### src/hdl/igs_pkg.sv
// ----------------------------------------------------------------------------
// igs_pkg: shared types and constants of the influence grid splatter
// Grid geometry, command codes, the queued command descriptor and helpers.
// ----------------------------------------------------------------------------
package igs_pkg;

  localparam int GRID_BITS   = 6;
  localparam int GRID_SIDE   = 1 << GRID_BITS;
  localparam int CELL_SHIFT  = 3;                 // cell size 8 world units
  localparam int SPAN_SHIFT  = CELL_SHIFT + 6;    // cell size in Q10.6 steps
  localparam int ADDR_BITS   = 2 * GRID_BITS;
  localparam int CELL_COUNT  = GRID_SIDE * GRID_SIDE;
  localparam int VAL_BITS    = 20;
  localparam int WORD_BITS   = 3 * VAL_BITS;
  localparam int NUM_BITS    = 45;
  localparam int DEN_BITS    = 31;
  localparam int QUO_BITS    = 16;
  localparam logic [7:0] TW_RESET = 8'd102;

  typedef enum logic [1:0] {
    CMD_CLEAR  = 2'd0,
    CMD_ADD    = 2'd1,
    CMD_SAMPLE = 2'd2,
    CMD_SEARCH = 2'd3
  } cmd_t;

  typedef logic [GRID_BITS-1:0] coord_t;

  typedef struct packed {
    cmd_t        cmd;
    logic [15:0] pos_x;
    logic [15:0] pos_z;
    logic [11:0] unit_range;
    logic [15:0] strength;
    logic        is_enemy;
    logic [1:0]  channel;
    coord_t      x_lo;
    coord_t      x_hi;
    coord_t      z_lo;
    coord_t      z_hi;
    logic        empty;
  } desc_t;

  typedef struct packed {
    logic [VAL_BITS-1:0] sample_value;
    logic [15:0]         best_x;
    logic [15:0]         best_z;
  } result_t;

  // world centre of a cell in Q10.6
  function automatic logic [15:0] centre_of(coord_t c);
    centre_of = 16'({c, 1'b1}) << (CELL_SHIFT + 5);
  endfunction

endpackage

### src/hdl/igs_queue.sv
// ----------------------------------------------------------------------------
// igs_queue: two-entry descriptor queue
// Decouples command intake from grid processing.
// ----------------------------------------------------------------------------
module igs_queue import igs_pkg::*; (
  input  logic  clk,
  input  logic  rst_n,
  input  logic  push,
  input  desc_t push_desc,
  input  logic  pop,
  output desc_t pop_desc,
  output logic  not_empty,
  output logic  full
);

  desc_t      ent_r [2];
  logic       wr_ptr_r;
  logic       rd_ptr_r;
  logic [1:0] count_r;

  // entry storage
  always_ff @(posedge clk) begin
    if (push) begin
      ent_r[wr_ptr_r] <= push_desc;
    end
  end

  // pointers and fill level
  always_ff @(posedge clk) begin
    if (!rst_n) begin
      wr_ptr_r <= 1'b0;
      rd_ptr_r <= 1'b0;
      count_r  <= 2'd0;
    end else begin
      if (push) begin
        wr_ptr_r <= !wr_ptr_r;
      end
      if (pop) begin
        rd_ptr_r <= !rd_ptr_r;
      end
      if (push && !pop) begin
        count_r <= count_r + 2'd1;
      end else if (pop && !push) begin
        count_r <= count_r - 2'd1;
      end
    end
  end

  assign pop_desc  = ent_r[rd_ptr_r];
  assign not_empty = count_r != 2'd0;
  assign full      = count_r == 2'd2;

endmodule

### config.mk
export PLATFORM = sky130hd
export DESIGN_NAME = igs_queue
export DESIGN_NICKNAME = d
export VERILOG_FILES = /design/src/hdl/igs_pkg.sv /design/src/hdl/igs_queue.sv
export SDC_FILE = /design/constraint.sdc
export NUM_CORES = 1
export LEC_CHECK = 0
export ABC_CLOCK_PERIOD_IN_PS = 11750
export BUFFER_PORTS_ARGS = -buffer_cell sky130_fd_sc_hd__buf_4
export CAP_MARGIN = 30
export CORE_MARGIN = 2
export CORE_UTILIZATION = 39
export CTS_BUF_LIST = sky130_fd_sc_hd__clkbuf_16
export CTS_CLUSTER_DIAMETER = 200
export DETAILED_ROUTE_END_ITERATION = 8
export PLACE_DENSITY = 0.73
export SETUP_SLACK_MARGIN = 0.02
export SYNTH_ARGS = -nofsm -noshare
export SYNTH_HDL_FRONTEND = slang
export SYNTH_SLANG_ARGS = --single-unit
### constraint.sdc
create_clock -name clk -period 11.75 [get_ports clk]
set_clock_uncertainty 0.2 [all_clocks]
set_input_delay 0 -clock clk [delete_from_list [all_inputs] [get_ports clk]]
set_output_delay 0 -clock clk [all_outputs]
set_load 0.02 [all_outputs]
==> flow_summary.toml <==
[outcome]
status = "finished, final reports clean"

[timing]
worst_slack_ns = 9.42
tns_ns = 0
worstMarginPinSlew_ns = 0.645
min_period_ns = 2.33
timing.hold.ws_ns = 0.105
hold_violations = 0
rsz0062_at_grt = "no"
setup_viol = 0
fmax_mhz = 430
relSlewSlack_pct = 57.0
fin_crit_sh_pct = 19.8
final_max_slew_viol_count = 0

[synthesis]
synth-xor-area-share_pct = 0.389
ys_ff_latch = 185
synth_top_family_by_area = "multiplexers"
ys_seq_area_share_pct = 81.6
synth_cell_types = 17
syn_nets = 397
syn_area_per_cell_um2 = 22.3
synthSimpleGateAreaFrac_pct = 0.871
syn_inst = 302
synth_fa_ha_area_share_pct = 0.185
ys_warn_count = 0
syn_area_um2 = 6750
synth-compound-area-share_pct = 0.297
muxShareOfSynthArea_pct = 15.0

[grt]
antenna_found_initial = 0
grt_overflow_total = 0
grt_max_degree = 50
grt_pass1_vias = 4046
grt_pass1_wl_um = 20400
track_usage_pct = 14.7

[floorplan]
coreArea_um2 = 17100
initial_core_util_pct = 39.4
ios = 186
die_w_um = 136
chipHeight_um = 136
fp-row-count = 48
die-area_um2 = 18400

[clock_tree]
post_cts_buffers = 0
cts_tree = "yes"
cts.sinks = 185
clockRootBuffer = "clkbuf_16"
clkLatencyLatePin_ns = 0.41
numCtsBuffers = 17
htreeDepth = 4
cts.clk_slew.worst_paths_ns = 0.07
cts.path.max_buffers = 2

[critical_path]
cp_max_fo = 49
cp.required_ns = 11.55
start_kind = "register"
critPathKind = "reg2out"
r2r_slack_ns = 9.55
reg2reg_depth = 2
reg2reg_from = "wr_ptr_r$_SDFFE_PN0P_"
critical_path.endpoint_type = "output pin"
worstPathArrival_ns = 2.13
r2r_end = "ent_r[1][39]$_DFFE_PP_"

[pwr]
power_frac_seq_pct = 47.0
p_per_area_nw_per_um2 = 164
p_leak_nw = 3.78
p_comb_share_pct = 14.0
p_sw_uw = 356
p_int_mw = 1.28
vdd_drop_max_mv = 0.107
switching_share_pct = 21.8
clkPwrFrac_pct = 39.0

[final_layout]
antennaDiodeCount = 0
instances_no_fill = 834
final_util_pct = 58.5
area_growth_pct = 48.2
nNetsFinal = 691
drive_above_1_share_pct = 51.7
fillCellCount = 1249

[place]
place_inst = 707
port_buffers = 185
dp_slack_ns = 9.51
dpl.hpwl_um = 8140
routabilityCongestion = 0.666

[route]
post_drt_wl_per_cell_um = 16.0
antenna_left = 0
first_pass_iters = 4
vias = 3834
drt_iter0_drc = 153
wl_um = 13300
drt-vias-per-instance = 4.60
drc = 0

[min_path]
hold_depth = 2
hold_end = "ent_r[0][45]$_DFFE_PP_"
hp-class = "in2reg"
min-delay-start = "push_desc[45]"

[flow_run]
cap_violations = 0
-- layout make-up --
cell class / count / area [um^2] / area share, %
inverters: 1 / 3.75 / 0.0375
well taps: 225 / 282 / 2.81
multi-input cells: 106 / 1140 / 11.4
clock buffers: 17 / 425 / 4.25
repair buffers: 285 / 2400 / 24.0
clock inverters: 15 / 246 / 2.46
flip-flops and latches: 185 / 5510 / 55.1
-- routing by layer --
layer  wire length [um]  track usage [%]
met5                  0                0
met3                656             4.00
met2               7160             26.4
met4                176             5.44
met1               5330             16.7
-- what timing repair did --
item / in CTS / in global routing
hold endpoints to repair: 185 / 0
gates resized for setup: 0 / 0
hold buffers: 95 / 0
-- cell usage after synthesis (all sizes together) --
| cell | instances | area, um^2 |
|---|---|---|
| xnor2 | 1 | 8.76 |
| xor2 | 2 | 17.5 |
| inv | 1 | 3.75 |
| dfxtp | 5 | 100 |
| buf | 10 | 109 |
| o21ai | 1 | 5.00 |
| edfxtp | 180 | 5410 |
| ha | 1 | 12.5 |
| mux2 | 90 | 1010 |
| or3 | 1 | 6.26 |
| o21a | 1 | 7.51 |
| nor2b | 2 | 12.5 |
| and2b | 1 | 8.76 |
| a21boi | 1 | 7.51 |
| and2 | 4 | 25.0 |
| or2 | 1 | 6.26 |
-- through the flow --
step / area, um^2 / total power [mW]
after floorplan: 6750 / 0.900
after global placement: 8350 / 0.981
after detailed placement: 8380 / 0.989
after CTS: 10000 / 1.65
after global routing: 10000 / 1.69
final: 10000 / 1.64
-- flip-flops by register name, summed over array words and instances (netlist names), named ones only --
register	flops
ent_r	180
count_r	2
rd_ptr_r	1
wr_ptr_r	1
-- worst max-delay path: stages (launching register included) --
cell	delay, ns
dfxtp_4	0.33
buf_4	0.47
buf_16	0.32
mux2_2	0.39
buf_4	0.16
-- power groups by stage --
| stage | Combinational [mW] | Clock, mW | Sequential (mW) |
|---|---|---|---|
| final | 0.230 | 0.638 | 0.770 |
| after global routing | 0.244 | 0.675 | 0.773 |
| after CTS | 0.231 | 0.653 | 0.771 |
| after detailed placement | 0.204 | 0 | 0.785 |
| after global placement | 0.199 | 0 | 0.782 |
| after floorplan | 0.115 | 0 | 0.785 |
-- worst max-delay path by stage --
stage | startpoint | endpoint | slack [ns]
after floorplan | wr_ptr_r$_SDFFE_PN0P_ | ent_r[0][0]$_DFFE_PP_ | 6.69
after global placement | wr_ptr_r$_SDFFE_PN0P_ | ent_r[1][56]$_DFFE_PP_ | 9.56
after detailed placement | wr_ptr_r$_SDFFE_PN0P_ | ent_r[1][86]$_DFFE_PP_ | 9.51
after CTS | register | pop_desc[5] | 9.36
after global routing | register | pop_desc[41] | 9.30
final | register | pop_desc[5] | 9.42
-- layout by cell type, fill, tap and decap left out, types with 2 or more instances in the layout --
master	synthesis	routed
clkbuf_16	0	17
and2_1	4	3
buf_4	1	189
xor2_1	2	2
dlygate4sd3_1	0	95
dfxtp_1	5	4
edfxtp_1	180	180
bufinv_16	0	6
mux2_2	90	90
inv_1	1	2
inv_6	0	3
-- kinds of logic (layout without fill, tap and decap cells) --
kind of cell | Yosys count | count (layout)
DFF | 185 | 185
and+or+nand+nor | 9 | 9
muxes | 90 | 90
adders and majority gates | 1 | 1
xor gates and xnor gates | 3 | 3
AOI/OAI and AO/OA | 3 | 3
buffers and inverters | 11 | 318
(Power assumes the default switching activity.)
