$ cat src/hdl/igs_pkg.sv
// ----------------------------------------------------------------------------
// igs_pkg: shared types and constants of the influence grid splatter
// Grid geometry, command codes, the queued command descriptor and helpers.
// ----------------------------------------------------------------------------
package igs_pkg;

  localparam int GRID_BITS   = 6;
  localparam int GRID_SIDE   = 1 << GRID_BITS;
  localparam int CELL_SHIFT  = 3;                 // cell size 8 world units
  localparam int SPAN_SHIFT  = CELL_SHIFT + 6;    // cell size in Q10.6 steps
  localparam int ADDR_BITS   = 2 * GRID_BITS;
  localparam int CELL_COUNT  = GRID_SIDE * GRID_SIDE;
  localparam int VAL_BITS    = 20;
  localparam int WORD_BITS   = 3 * VAL_BITS;
  localparam int NUM_BITS    = 45;
  localparam int DEN_BITS    = 31;
  localparam int QUO_BITS    = 16;
  localparam logic [7:0] TW_RESET = 8'd102;

  typedef enum logic [1:0] {
    CMD_CLEAR  = 2'd0,
    CMD_ADD    = 2'd1,
    CMD_SAMPLE = 2'd2,
    CMD_SEARCH = 2'd3
  } cmd_t;

  typedef logic [GRID_BITS-1:0] coord_t;

  typedef struct packed {
    cmd_t        cmd;
    logic [15:0] pos_x;
    logic [15:0] pos_z;
    logic [11:0] unit_range;
    logic [15:0] strength;
    logic        is_enemy;
    logic [1:0]  channel;
    coord_t      x_lo;
    coord_t      x_hi;
    coord_t      z_lo;
    coord_t      z_hi;
    logic        empty;
  } desc_t;

  typedef struct packed {
    logic [VAL_BITS-1:0] sample_value;
    logic [15:0]         best_x;
    logic [15:0]         best_z;
  } result_t;

  // world centre of a cell in Q10.6
  function automatic logic [15:0] centre_of(coord_t c);
    centre_of = 16'({c, 1'b1}) << (CELL_SHIFT + 5);
  endfunction

endpackage

$ cat src/hdl/igs_front.sv
// ----------------------------------------------------------------------------
// igs_front: command intake and classification
// Unpacks an item, works out its cell window and pushes a descriptor.
// ----------------------------------------------------------------------------
module igs_front import igs_pkg::*; (
  input  logic        in_tvalid,
  output logic        in_tready,
  input  logic [71:0] in_tdata,
  input  logic [4:0]  in_tuser,
  input  logic        q_full,
  input  logic        init_busy,
  output logic        q_push,
  output desc_t       q_desc
);

  logic [15:0] px, pz;
  logic [11:0] rng, radius;
  coord_t      cx, cz;
  logic [16:0] reach;
  logic [16:0] xlo_raw, zlo_raw, xhi_raw, zhi_raw;
  logic [12:0] rw, cx13, cz13;
  coord_t      ax_lo, ax_hi, az_lo, az_hi;
  coord_t      sx_lo, sx_hi, sz_lo, sz_hi;
  logic        add_empty;

  function automatic coord_t cell_clamp(logic [15:0] pos);
    logic [16:0] c;
    c = 17'(pos) >> SPAN_SHIFT;
    cell_clamp = (c > 17'(GRID_SIDE - 1)) ? coord_t'(GRID_SIDE - 1) : coord_t'(c);
  endfunction

  function automatic coord_t hi_clamp(logic [16:0] v);
    hi_clamp = (v > 17'(GRID_SIDE - 1)) ? coord_t'(GRID_SIDE - 1) : coord_t'(v);
  endfunction

  assign px     = in_tdata[15:0];
  assign pz     = in_tdata[31:16];
  assign rng    = in_tdata[43:32];
  assign radius = in_tdata[71:60];

  // splat footprint, clipped to the grid
  always_comb begin
    reach   = 17'({rng, 3'b000});
    xlo_raw = (17'(px) < reach) ? 17'd0 : (17'(px) - reach) >> SPAN_SHIFT;
    zlo_raw = (17'(pz) < reach) ? 17'd0 : (17'(pz) - reach) >> SPAN_SHIFT;
    xhi_raw = (17'(px) + reach) >> SPAN_SHIFT;
    zhi_raw = (17'(pz) + reach) >> SPAN_SHIFT;
    ax_hi   = hi_clamp(xhi_raw);
    az_hi   = hi_clamp(zhi_raw);
    ax_lo   = coord_t'(xlo_raw);
    az_lo   = coord_t'(zlo_raw);
    add_empty = (xlo_raw > 17'(ax_hi)) || (zlo_raw > 17'(az_hi));
  end

  // search window around the query cell
  always_comb begin
    cx    = cell_clamp(px);
    cz    = cell_clamp(pz);
    rw    = 13'(radius >> (CELL_SHIFT + 4)) + 13'd1;
    cx13  = 13'(cx);
    cz13  = 13'(cz);
    sx_lo = (cx13 < rw) ? '0 : coord_t'(cx13 - rw);
    sz_lo = (cz13 < rw) ? '0 : coord_t'(cz13 - rw);
    sx_hi = (cx13 + rw > 13'(GRID_SIDE - 1)) ? coord_t'(GRID_SIDE - 1) : coord_t'(cx13 + rw);
    sz_hi = (cz13 + rw > 13'(GRID_SIDE - 1)) ? coord_t'(GRID_SIDE - 1) : coord_t'(cz13 + rw);
  end

  // descriptor build
  always_comb begin
    q_desc.cmd        = cmd_t'(in_tuser[1:0]);
    q_desc.pos_x      = px;
    q_desc.pos_z      = pz;
    q_desc.unit_range = rng;
    q_desc.strength   = in_tdata[59:44];
    q_desc.is_enemy   = in_tuser[2];
    q_desc.channel    = in_tuser[4:3];
    q_desc.empty      = 1'b0;
    q_desc.x_lo       = cx;
    q_desc.x_hi       = cx;
    q_desc.z_lo       = cz;
    q_desc.z_hi       = cz;
    case (cmd_t'(in_tuser[1:0]))
      CMD_ADD: begin
        q_desc.x_lo  = ax_lo;
        q_desc.x_hi  = ax_hi;
        q_desc.z_lo  = az_lo;
        q_desc.z_hi  = az_hi;
        q_desc.empty = add_empty;
      end
      CMD_SEARCH: begin
        q_desc.x_lo = sx_lo;
        q_desc.x_hi = sx_hi;
        q_desc.z_lo = sz_lo;
        q_desc.z_hi = sz_hi;
      end
      default: begin
      end
    endcase
  end

  assign in_tready = !q_full && !init_busy;
  assign q_push    = in_tvalid && in_tready;

endmodule

$ cat config.mk
export PLATFORM = sky130hd
export DESIGN_NAME = igs_front
export DESIGN_NICKNAME = d
export VERILOG_FILES = /design/src/hdl/igs_pkg.sv /design/src/hdl/igs_front.sv
export SDC_FILE = /design/constraint.sdc
export NUM_CORES = 1
export LEC_CHECK = 0
export BUFFER_PORTS_ARGS = -buffer_cell sky130_fd_sc_hd__buf_2
export CORE_MARGIN = 8
export CORE_UTILIZATION = 31
export DETAILED_ROUTE_END_ITERATION = 12
export PLACE_DENSITY_LB_ADDON = 0.2
export REMOVE_ABC_BUFFERS = 1
export SLEW_MARGIN = 25
export SYNTH_ARGS = -nofsm -noshare
export SYNTH_HDL_FRONTEND = slang
export SYNTH_SLANG_ARGS = --single-unit
$ cat constraint.sdc
create_clock -name vclk -period 6.29
set_input_delay 0.3145 -clock vclk [all_inputs]
set_output_delay 0.3145 -clock vclk [all_outputs]
set_load 0.1 [all_outputs]
==> impl_metrics.tcl <==
set metrics [dict create \
    p_switching_mw 0.498 \
    yosys.area.top_type "ha_1" \
    drc 0 \
    wl_mm 11.6 \
    status "complete, no violations" \
    power_mw 0.679 \
    core-area_mm2 0.0121 \
    fin_tns_setup_ns 0 \
    nets 724 \
    start_kind "input pin" \
    synth_most_common_cell "ha_1" \
    seq_cells 0 \
    synth_common_cells "ha_1, buf_4, nor2_1" \
    powerDensity_mw_per_mm2 166 \
    n_clock_buffer 0 \
    drive_gt1_share_pct 24.2 \
    critPathKind "in -> out" \
    max_freq_ghz 0.242 \
    wire_per_inst_um 16.0 \
    antenna_found_initial 0 \
    finalCritPeriodShare_pct 65.6 \
    fill_cells 1327 \
    avgSynthCellArea_um2 7.37 \
    p_seq_share_pct 0 \
    hp-class "in -> out" \
    firstDrtPassIters 4 \
    cp.arrival_ns 3.81 \
    yosysTopAreaCellShare_pct 26.3 \
    min_period_ns 4.13 \
    vias_per_cell 5.02 \
    drtIter0Drc 189 \
    grt_first_pass_wirelength_mm 18.7 \
    fp.dieW_um 127 \
    worst_setup_path_end_kind "output port" \
    n_antenna_cell 0 \
    grt_start_max_net_pins 25 \
    yosysWarningCount 0 \
    ys_top_cells_by_area "ha_1, buf_4, nor2_1" \
    clkPwrFrac_pct 0 \
    ant_nets 0 \
    swShare_pct 73.4 \
    grt_use_total_pct 13.8 \
    p_int_mw 0.181 \
    cp.required_ns 5.98 \
    dp_hpwl_mm 10.4 \
    die-area_mm2 0.0163 \
    ys_seq_area_share_pct 0 \
    num_rows 40 \
    dr_total_vias 3638 \
    max_cap_violations 0 \
    yosys.cell_types.count 56 \
    cp_max_fo 6 \
    gr-total-overflow 0 \
    hold_viol 0 \
    power.leakage_nw 2.02 \
    grt_pass1_vias 3795 \
    setup_viol 0 \
    start_util_pct 32.0 \
    syn_area_mm2 0.00385 \
    numPortBuffers 115 \
    worst_slew_pin_slew_ns 0.696 \
    postCtsSetupBuffers 0 \
    combPwrFrac_pct 100.0 \
    fp.dieH_um 127 \
    rsz0062_at_grt "no" \
    area_growth_pct 6.14 \
    max-slew-margin-rel_pct 53.1 \
    seqCellArea_um2 0 \
    io_pins 172 \
    cts.hold.buffers_added 0 \
    place_congestion 0.903 \
    max-vdd-ir-drop_mv 0.0717 \
    slew_viol_final 0 \
    cts_resized 0 \
    syn_inst 523 \
]
[final timing paths]
path / from / end / slack, ns / cells past startpoint
setup / recovery: in_tdata[34] / q_desc[0] / 2.16 / 18
hold / removal: in_tdata[16] / q_desc[56] / 0.63 / 0
[stage by stage]
stage | instances | hold WS, ns | worst slack [ns] | util (%) | area [µm²]
6_report | 725 | 0.629 | 2.16 | 33.9 | 4090
5_1_grt | 725 | 0.630 | 1.86 | 33.9 | 4090
4_1_cts | 725 | 0.630 | 2.09 | 33.9 | 4090
3_5_place_dp | 725 | 0.630 | 2.10 | 33.9 | 4090
3_3_place_gp | 725 | 0.630 | 2.10 | 33.9 | 4090
2_1_floorplan | 442 | 0.629 | 1.79 | - | 3300
[power groups by stage]
stage	registers [mW]	logic, mW	clock network, mW
2_1_floorplan	0	0.441	0
3_3_place_gp	0	0.676	0
3_5_place_dp	0	0.678	0
4_1_cts	0	0.682	0
5_1_grt	0	0.734	0
6_report	0	0.679	0
[critical path: stages]
cell	delay, ns
buf_2	0.12
inv_1	0.06
ha_1	0.33
a21o_1	0.20
a31oi_1	0.18
o21ai_1	0.21
a221o_1	0.42
a31oi_2	0.35
nor2b_1	0.09
ha_1	0.29
nor2b_1	0.11
o21ai_0	0.07
a21oi_1	0.13
nor3_1	0.07
o22ai_1	0.16
a21oi_1	0.07
a21oi_1	0.16
buf_2	0.46
[logic make-up after synthesis]
| logic type | Yosys count | synth area share [%] |
|---|---|---|
| AND/OR/NAND/NOR | 151 | 20.8 |
| AO/OA/AOI/OAI | 135 | 25.3 |
| buffers and inverters | 118 | 17.9 |
| adder cells (fa/ha/maj) | 85 | 28.4 |
| XOR/XNOR | 34 | 7.73 |
[routing by layer]
| metal | global-route usage, % | vias to the layer above | routed length [µm] |
|---|---|---|---|
| met5 | 1.30 | - | 0 |
| met4 | 0.560 | 0 | 46 |
| met3 | 2.75 | 4 | 787 |
| met2 | 22.2 | 143 | 4920 |
| met1 | 19.2 | 1653 | 5880 |
| li1 | - | 1838 | - |
[layout make-up]
class                      instances  area, µm²  share of cell area (%)
tap                              168        210                    5.14
multi-input combinational        405       3170                    77.4
inverter                          37        139                    3.40
timing repair buffer             115        576                    14.1
[cells in the final DEF (no fill, tap or decap), types with 8 or more instances in the layout]
master | synthesis | final
buf_2 | 1 | 115
ha_1 | 81 | 81
nor2_1 | 48 | 48
inv_1 | 37 | 37
a21oi_1 | 33 | 33
xnor2_1 | 20 | 20
nand2b_1 | 19 | 19
o21ai_0 | 19 | 19
nor2b_1 | 18 | 18
nor3_1 | 17 | 17
xor2_1 | 14 | 14
o21bai_1 | 13 | 13
nand2_1 | 11 | 11
a21o_1 | 11 | 11
or2_2 | 10 | 10
a211oi_1 | 10 | 10
nand3_1 | 8 | 8
Power figures use the tool's default switching activity.
